==> config.mk <==
export PLATFORM = sky130hd
export DESIGN_NAME = pvct_ctrl
export DESIGN_NICKNAME = d
export VERILOG_FILES = /design/src/sv/pvct_pkg.sv /design/src/sv/pvct_ctrl.sv
export SDC_FILE = /design/constraint.sdc
export NUM_CORES = 1
export LEC_CHECK = 0
export BUFFER_PORTS_ARGS = -buffer_cell sky130_fd_sc_hd__buf_2
export CORE_AREA = 2 2 39 41
export DETAILED_ROUTE_END_ITERATION = 10
export DIE_AREA = 0 0 41 43
export GPL_TIMING_DRIVEN = 0
export PLACE_DENSITY = 0.5
export SLEW_MARGIN = 10
export SYNTH_ARGS = -nofsm -noshare
export SYNTH_HDL_FRONTEND = slang
export SYNTH_SLANG_ARGS = --single-unit
==> constraint.sdc <==
create_clock -name clk -period 1.2 [get_ports clk]
set_clock_uncertainty 0.1 [all_clocks]
set_input_delay 0.24 -clock clk [delete_from_list [all_inputs] [get_ports clk]]
set_output_delay 0.24 -clock clk [all_outputs]
set_load 0.005 [all_outputs]
==> src/sv/pvct_pkg.sv <==
// Shared types, constants and helpers for the page volatility counter table.
// Used by every module of the block except pvct_ram; depends on nothing.
`default_nettype none

package pvct_pkg;

    localparam int unsigned NODES           = 4;
    localparam int unsigned SLICES_PER_NODE = 16384;
    localparam int unsigned COUNT_BITS      = 3;
    localparam int unsigned ENTRIES         = NODES * SLICES_PER_NODE;
    localparam int unsigned IDX_W           = $clog2(ENTRIES);

    typedef logic [COUNT_BITS-1:0] count_t;
    typedef logic [IDX_W-1:0]      idx_t;

    localparam count_t COUNT_MAX = '1;
    localparam idx_t   LAST_IDX  = IDX_W'(ENTRIES - 1);

    typedef enum logic [2:0] {
        CMD_READ            = 3'd0,
        CMD_CLEAR           = 3'd1,
        CMD_ADD             = 3'd2,
        CMD_COPY_MARK       = 3'd3,
        CMD_SET_VOLATILE_IF = 3'd4,
        CMD_SET_SCAN_IF     = 3'd5,
        CMD_SCAN_CHECK      = 3'd6
    } cmd_e;

    typedef enum logic [2:0] {
        ST_CLEAR,
        ST_IDLE,
        ST_FETCH,
        ST_EXEC,
        ST_COPY_WR,
        ST_LOOKUP,
        ST_RESPOND
    } state_e;

    typedef struct packed {
        logic [2:0]  command;
        logic [1:0]  node;
        logic [13:0] slice;
        logic [1:0]  src_node;
        logic [13:0] src_slice;
        logic [2:0]  expected_count;
        logic [2:0]  new_count;
    } pvct_in_t;

    typedef struct packed {
        logic [2:0] volatile_count;
        logic [2:0] scan_level;
        logic       set_ok;
        logic       enqueue;
        logic       anomaly;
    } pvct_out_t;

    // Controller to datapath
    typedef struct packed {
        logic clear_wr;
        logic load_item;
        logic sel_src;
        logic exec_wr;
        logic copy_wr;
        logic load_rsp;
    } ctrl_cmd_t;

    // Datapath to controller
    typedef struct packed {
        logic clear_last;
        logic is_copy;
        logic rsp_busy;
    } dp_status_t;

    function automatic count_t sat_inc(count_t v);
        return (v == COUNT_MAX) ? v : count_t'(v + count_t'(1));
    endfunction

endpackage

`default_nettype wire

==> src/sv/pvct_ctrl.sv <==
// Sequencing state machine: clearing pass, then one command at a time.
// Depends on pvct_pkg for the state enum and the command/status structs.
`default_nettype none

module pvct_ctrl (
    input  wire logic                  clk,
    input  wire logic                  rst_n,
    input  wire logic                  cmd_valid,
    output logic                       cmd_stall,
    input  wire pvct_pkg::dp_status_t  status,
    output pvct_pkg::ctrl_cmd_t        ctl
);

    import pvct_pkg::*;

    state_e state_reg;
    state_e state_next;

    always_ff @(posedge clk or negedge rst_n)
    begin
        if (!rst_n)
        begin
            state_reg <= ST_CLEAR;
        end
        else
        begin
            state_reg <= state_next;
        end
    end

    always_comb
    begin
        state_next = state_reg;
        case (state_reg)
            ST_CLEAR:   state_next = status.clear_last ? ST_IDLE : ST_CLEAR;
            ST_IDLE:    state_next = cmd_valid ? ST_FETCH : ST_IDLE;
            ST_FETCH:   state_next = ST_EXEC;
            ST_EXEC:    state_next = status.is_copy ? ST_COPY_WR : ST_LOOKUP;
            ST_COPY_WR: state_next = ST_LOOKUP;
            ST_LOOKUP:  state_next = ST_RESPOND;
            ST_RESPOND: state_next = status.rsp_busy ? ST_RESPOND : ST_IDLE;
            default:    state_next = ST_CLEAR;
        endcase
    end

    always_comb
    begin
        ctl       = '0;
        cmd_stall = 1'b1;
        case (state_reg)
            ST_CLEAR:
            begin
                ctl.clear_wr = 1'b1;
            end
            ST_IDLE:
            begin
                cmd_stall     = 1'b0;
                ctl.load_item = cmd_valid;
            end
            ST_FETCH:
            begin
                ctl.sel_src = status.is_copy;
            end
            ST_EXEC:
            begin
                ctl.exec_wr = 1'b1;
            end
            ST_COPY_WR:
            begin
                ctl.copy_wr = 1'b1;
            end
            ST_RESPOND:
            begin
                ctl.load_rsp = !status.rsp_busy;
            end
            default:
            begin
                ctl = '0;
            end
        endcase
    end

endmodule

`default_nettype wire

# Word-level counts from Yosys, hierarchy flattened
# Index checks and enable logic that the tools add are counted.
[totals]
reg_bits = 3
output_inout_bits = 7
word_cells = 21
[op_classes]
n_eq_ne = 6
muxes = 12
reduce_logical = 2
[ops]
columns = ["operator", "n"]
rows = [
  ["one-hot mux 3 bit (7 select lines)", 1],
  ["equality test 3 bit (second input constant)", 3],
  ["two-way mux 1 bit", 9],
  ["equality test 3 x 2 -> 1 bit (second input constant)", 2],
  ["equality test 3 x 1 -> 1 bit (second input constant)", 1],
  ["logical NOT 3 bit", 1],
  ["two-way mux 3 bit", 1],
  ["two-way mux 2 bit", 1],
  ["logical NOT 1 bit", 1],
]

# Depth between registers and ports, before layout
[depth]
depth_word = 2
mapped_depth = 4
mapped_depth_nobuf = 3

# Least setup slack after synthesis
# OpenSTA, ideal clock, no wires.
[synth_path]
path_kind = "register -> output"
startpoint = "register state_reg[1]"
endpoint = "output port ctl[4] in the netlist's numbering"
arrival_time_ns = 1.000
slack_ns = -0.140
stages_incl_launch_ff = 4
path_buffers = 1
path_cell_list = "dfrtp_1 > buf_2 > or3b_4 > nor2_2"
[synth_lines]
columns = ["item", "line", "rtl"]
rows = [
  ["start, declared", "pvct_ctrl.sv:16", "state_e state_reg;"],
  ["start signal, assigned", "pvct_ctrl.sv:27", "state_reg <= state_next;"],
  ["end, declared", "pvct_ctrl.sv:11", "output pvct_pkg::ctrl_cmd_t ctl"],
]

==> results.sh <==
export IMPL_syn_to_final_growth_pct=79.9
export IMPL_status="finished with violations"
export IMPL_clockBufferDepth=2
export IMPL_grt_overflow_total=0
export IMPL_wirelength_um=590
export IMPL_num_rows=14
export IMPL_switching_share_pct=34.9
export IMPL_maxSlewHeadroom_pct=87.6
export IMPL_critPathArrivalTime_ns=1.24
export IMPL_grt_usage_pct=8.44
export IMPL_final_setup_worst_slack_ns=-0.381
export IMPL_drc=0
export IMPL_hold_viol_final=0
export IMPL_ant_nets=0
export IMPL_largest_reg_flops=3
export IMPL_cts_root_buf="clkbuf_4"
export IMPL_synth_edff_count=0
export IMPL_yosys_warnings=0
export IMPL_drive_above_1_share_pct=63.8
export IMPL_setup_worst_path_end_class="output pin"
export IMPL_synth_cells=25
export IMPL_cp_required_ns=0.86
export IMPL_worstReg2RegStart="state_reg[2]$_DFF_PN0_"
export IMPL_syn_area_sq_um=224
export IMPL_fp_dieW_um=41
export IMPL_io_pins=13
export IMPL_final_cells=63
export IMPL_finalMaxSlewViolations=0
export IMPL_crit_fanout=3
export IMPL_final_area_sq_um=403
export IMPL_synthesis_nets=31
export IMPL_period_share_pct=132
export IMPL_firstDrtPassIters=2
export IMPL_cp_cell_sequence="or3b_4 > nor2_2 > buf_2"
export IMPL_p_int_uw=646
export IMPL_synth_ff_type="dfrtp_1"
export IMPL_max_vdd_ir_drop_v=0.000511
export IMPL_clkPwrFrac_pct=17.9
export IMPL_crit_buf_inv=1
export IMPL_core_sq_um=1380
export IMPL_path_clk_slew_ns=0.04
export IMPL_max_freq_mhz=633
export IMPL_clock_sinks=3
export IMPL_vias=255
export IMPL_nets=54
export IMPL_violations="setup timing"
export IMPL_criticalPathCategory="register to output pin"
export IMPL_total_power_uw=993
export IMPL_grt_pass1_wl_um=938
export IMPL_avgSynthCellArea_sq_um=8.96
export IMPL_setup_viol=8
export IMPL_combPwrFrac_pct=61.8
export IMPL_cap_violations=0
export IMPL_initial_core_util_pct=16.2
export IMPL_ys_seq_area_share_pct=33.5
export IMPL_fin_crit_ns=1.58
export IMPL_cpPeakStageDelay_ns=0.41
export IMPL_antenna_found_initial=0
export IMPL_htreeDepth=1
export IMPL_drt_initial_drc_count=2
export IMPL_placement_cell_area_sq_um=310
export IMPL_rsz0062_at_grt="yes"
export IMPL_cp_slowest_cell="or3b_4"
export IMPL_viasPerCell=4.05
export IMPL_grt_pass1_vias=239
export IMPL_port_buffers=12
export IMPL_die_y_um=43
export IMPL_crit_family="simple AND/OR/NAND/NOR gates"
export IMPL_grt_max_degree=11
export IMPL_wire_per_inst_um=9.37
export IMPL_cts_tree="yes"
export IMPL_min_from="cmd_valid"
export IMPL_placed_cells=53
export IMPL_p_leak_nw=0.208
export IMPL_die_area_sq_um=1760
export IMPL_powerDensity_nw_per_um2=2460
export IMPL_ys_types=18
export IMPL_crit_start="state_reg[2]$_DFF_PN0_"
export IMPL_synthArstFlopShare_pct=100
export IMPL_synth_seq_cells=3
export IMPL_clk_latency_ns=0.23
export IMPL_diodes=0
export IMPL_gp_congestion=0.638
export IMPL_power_switching_uw=347
export IMPL_critical_path_startpoint_type="register"
export IMPL_hold_class="input pin to register"
export IMPL_cts_inserted_buffers=3
export IMPL_tightest_slew_ns=0.185
export IMPL_dp_hpwl_um=385
export IMPL_pwr_share_seq_pct=20.2
## Yosys cell counts, types with 2 or more instances
| library cell | instances | share of area [%] |
|---|---|---|
| dfrtp_1 | 3 | 34 |
| o21ai_0 | 3 | 6.7 |
| buf_2 | 2 | 4.5 |
| inv_1 | 2 | 3.4 |
| nor3b_1 | 2 | 6.7 |
## worst reg2reg max path: cells and delay by family (launching register included)
family	cells	cell delay (ns)
AO/OA/AOI/OAI	1	0.10
AND/OR/NAND/NOR	1	0.41
buffers and inverters	1	0.14
flip-flops	1	0.39
## cells in the final DEF, fill, tap and decap left out, drive strengths merged
| master | synthesis | routed |
|---|---|---|
| buf | 2 | 19 |
| o21ai | 4 | 4 |
| clkbuf | 0 | 4 |
| dfrtp | 3 | 3 |
| inv | 2 | 2 |
| nor3b | 2 | 2 |
| and3b | 1 | 1 |
| or3b | 1 | 1 |
| nor2 | 1 | 1 |
| nor3 | 1 | 1 |
| nor2b | 1 | 1 |
| nand2b | 1 | 1 |
| o22ai | 1 | 1 |
| o21ba | 1 | 1 |
| nand3 | 1 | 1 |
| o211ai | 1 | 1 |
| a21o | 1 | 1 |
| and4bb | 1 | 1 |
| dlygate4sd3 | 0 | 1 |
## metal layers
layer / vias to the layer above / track usage, % / share of wire, %
met2: 5 / 11.9 / 54
met3: 0 / 3.14 / 3.4
met4: 0 / 10.0 / 0
met1: 117 / 8.06 / 43
li1: 133 / - / -
met5: - / 0 / 0
## worst paths after layout
path	end	slack [ns]	cells past startpoint
max	ctl[4]	-0.38	3
min	state_reg[0]$_DFF_PN0_	0.12	2
max reg2reg	state_reg[0]$_DFF_PN0_	-0.02	3
min reg2reg	state_reg[1]$_DFF_PN0_	0.55	2
max in group asynchronous	state_reg[0]$_DFF_PN0_	0.66	2
min in group asynchronous	state_reg[2]$_DFF_PN0_	0.23	2
## repair_timing
| action | 4_1_cts | 5_1_grt |
|---|---|---|
| pin swaps | 1 | 3 |
| hold buffers | 1 | 0 |
| setup endpoints to repair | 7 | 9 |
| cloned | 0 | 0 |
| setup buffers | 2 | 4 |
| gates resized for setup | 4 | 3 |
| endpoints found under the hold margin | 3 | 0 |
## power groups by stage
| stage | sequential (mW) | combinational [mW] | clock, mW |
|---|---|---|---|
| 2_1_floorplan | 0.191 | 0.325 | 0 |
| 3_3_place_gp | 0.206 | 0.450 | 0 |
| 3_5_place_dp | 0.209 | 0.450 | 0 |
| 4_1_cts | 0.216 | 0.520 | 0.186 |
| 5_1_grt | 0.207 | 0.673 | 0.205 |
| 6_report | 0.201 | 0.614 | 0.178 |
## cell families (layout without fill, tap and decap cells)
group / after synthesis / after routing / share of synthesized area (%)
buf+inv: 4 / 26 / 7.82
flops: 3 / 3 / 33.5
simple gates: 10 / 10 / 34.1
compound gates: 8 / 8 / 24.6
## stage by stage
stage / utilization (%) / worst slack (ns) / hold slack (ns) / setup TNS, ns
5_1_grt: 29.1 / -0.430 / 0.111 / -2.36
3_3_place_gp: 22.4 / -0.210 / -0.0633 / -0.561
4_1_cts: 27.3 / -0.442 / 0.107 / -2.52
6_report: 29.1 / -0.381 / 0.115 / -1.93
2_1_floorplan: - / -0.105 / -0.156 / -0.109
3_5_place_dp: 22.4 / -0.226 / -0.0633 / -0.615
## layout make-up
class                   instances  area, sq um
well taps                      16         20.0
fillers                       162          981
clock buffers                   4         26.3
flip-flops and latches          3         76.3
plain buffers                   1         7.51
inverters                       2         7.51
repair buffers                 19          119
multi-input cells              18          146
No activity file was read; power rests on OpenSTA's default activity.
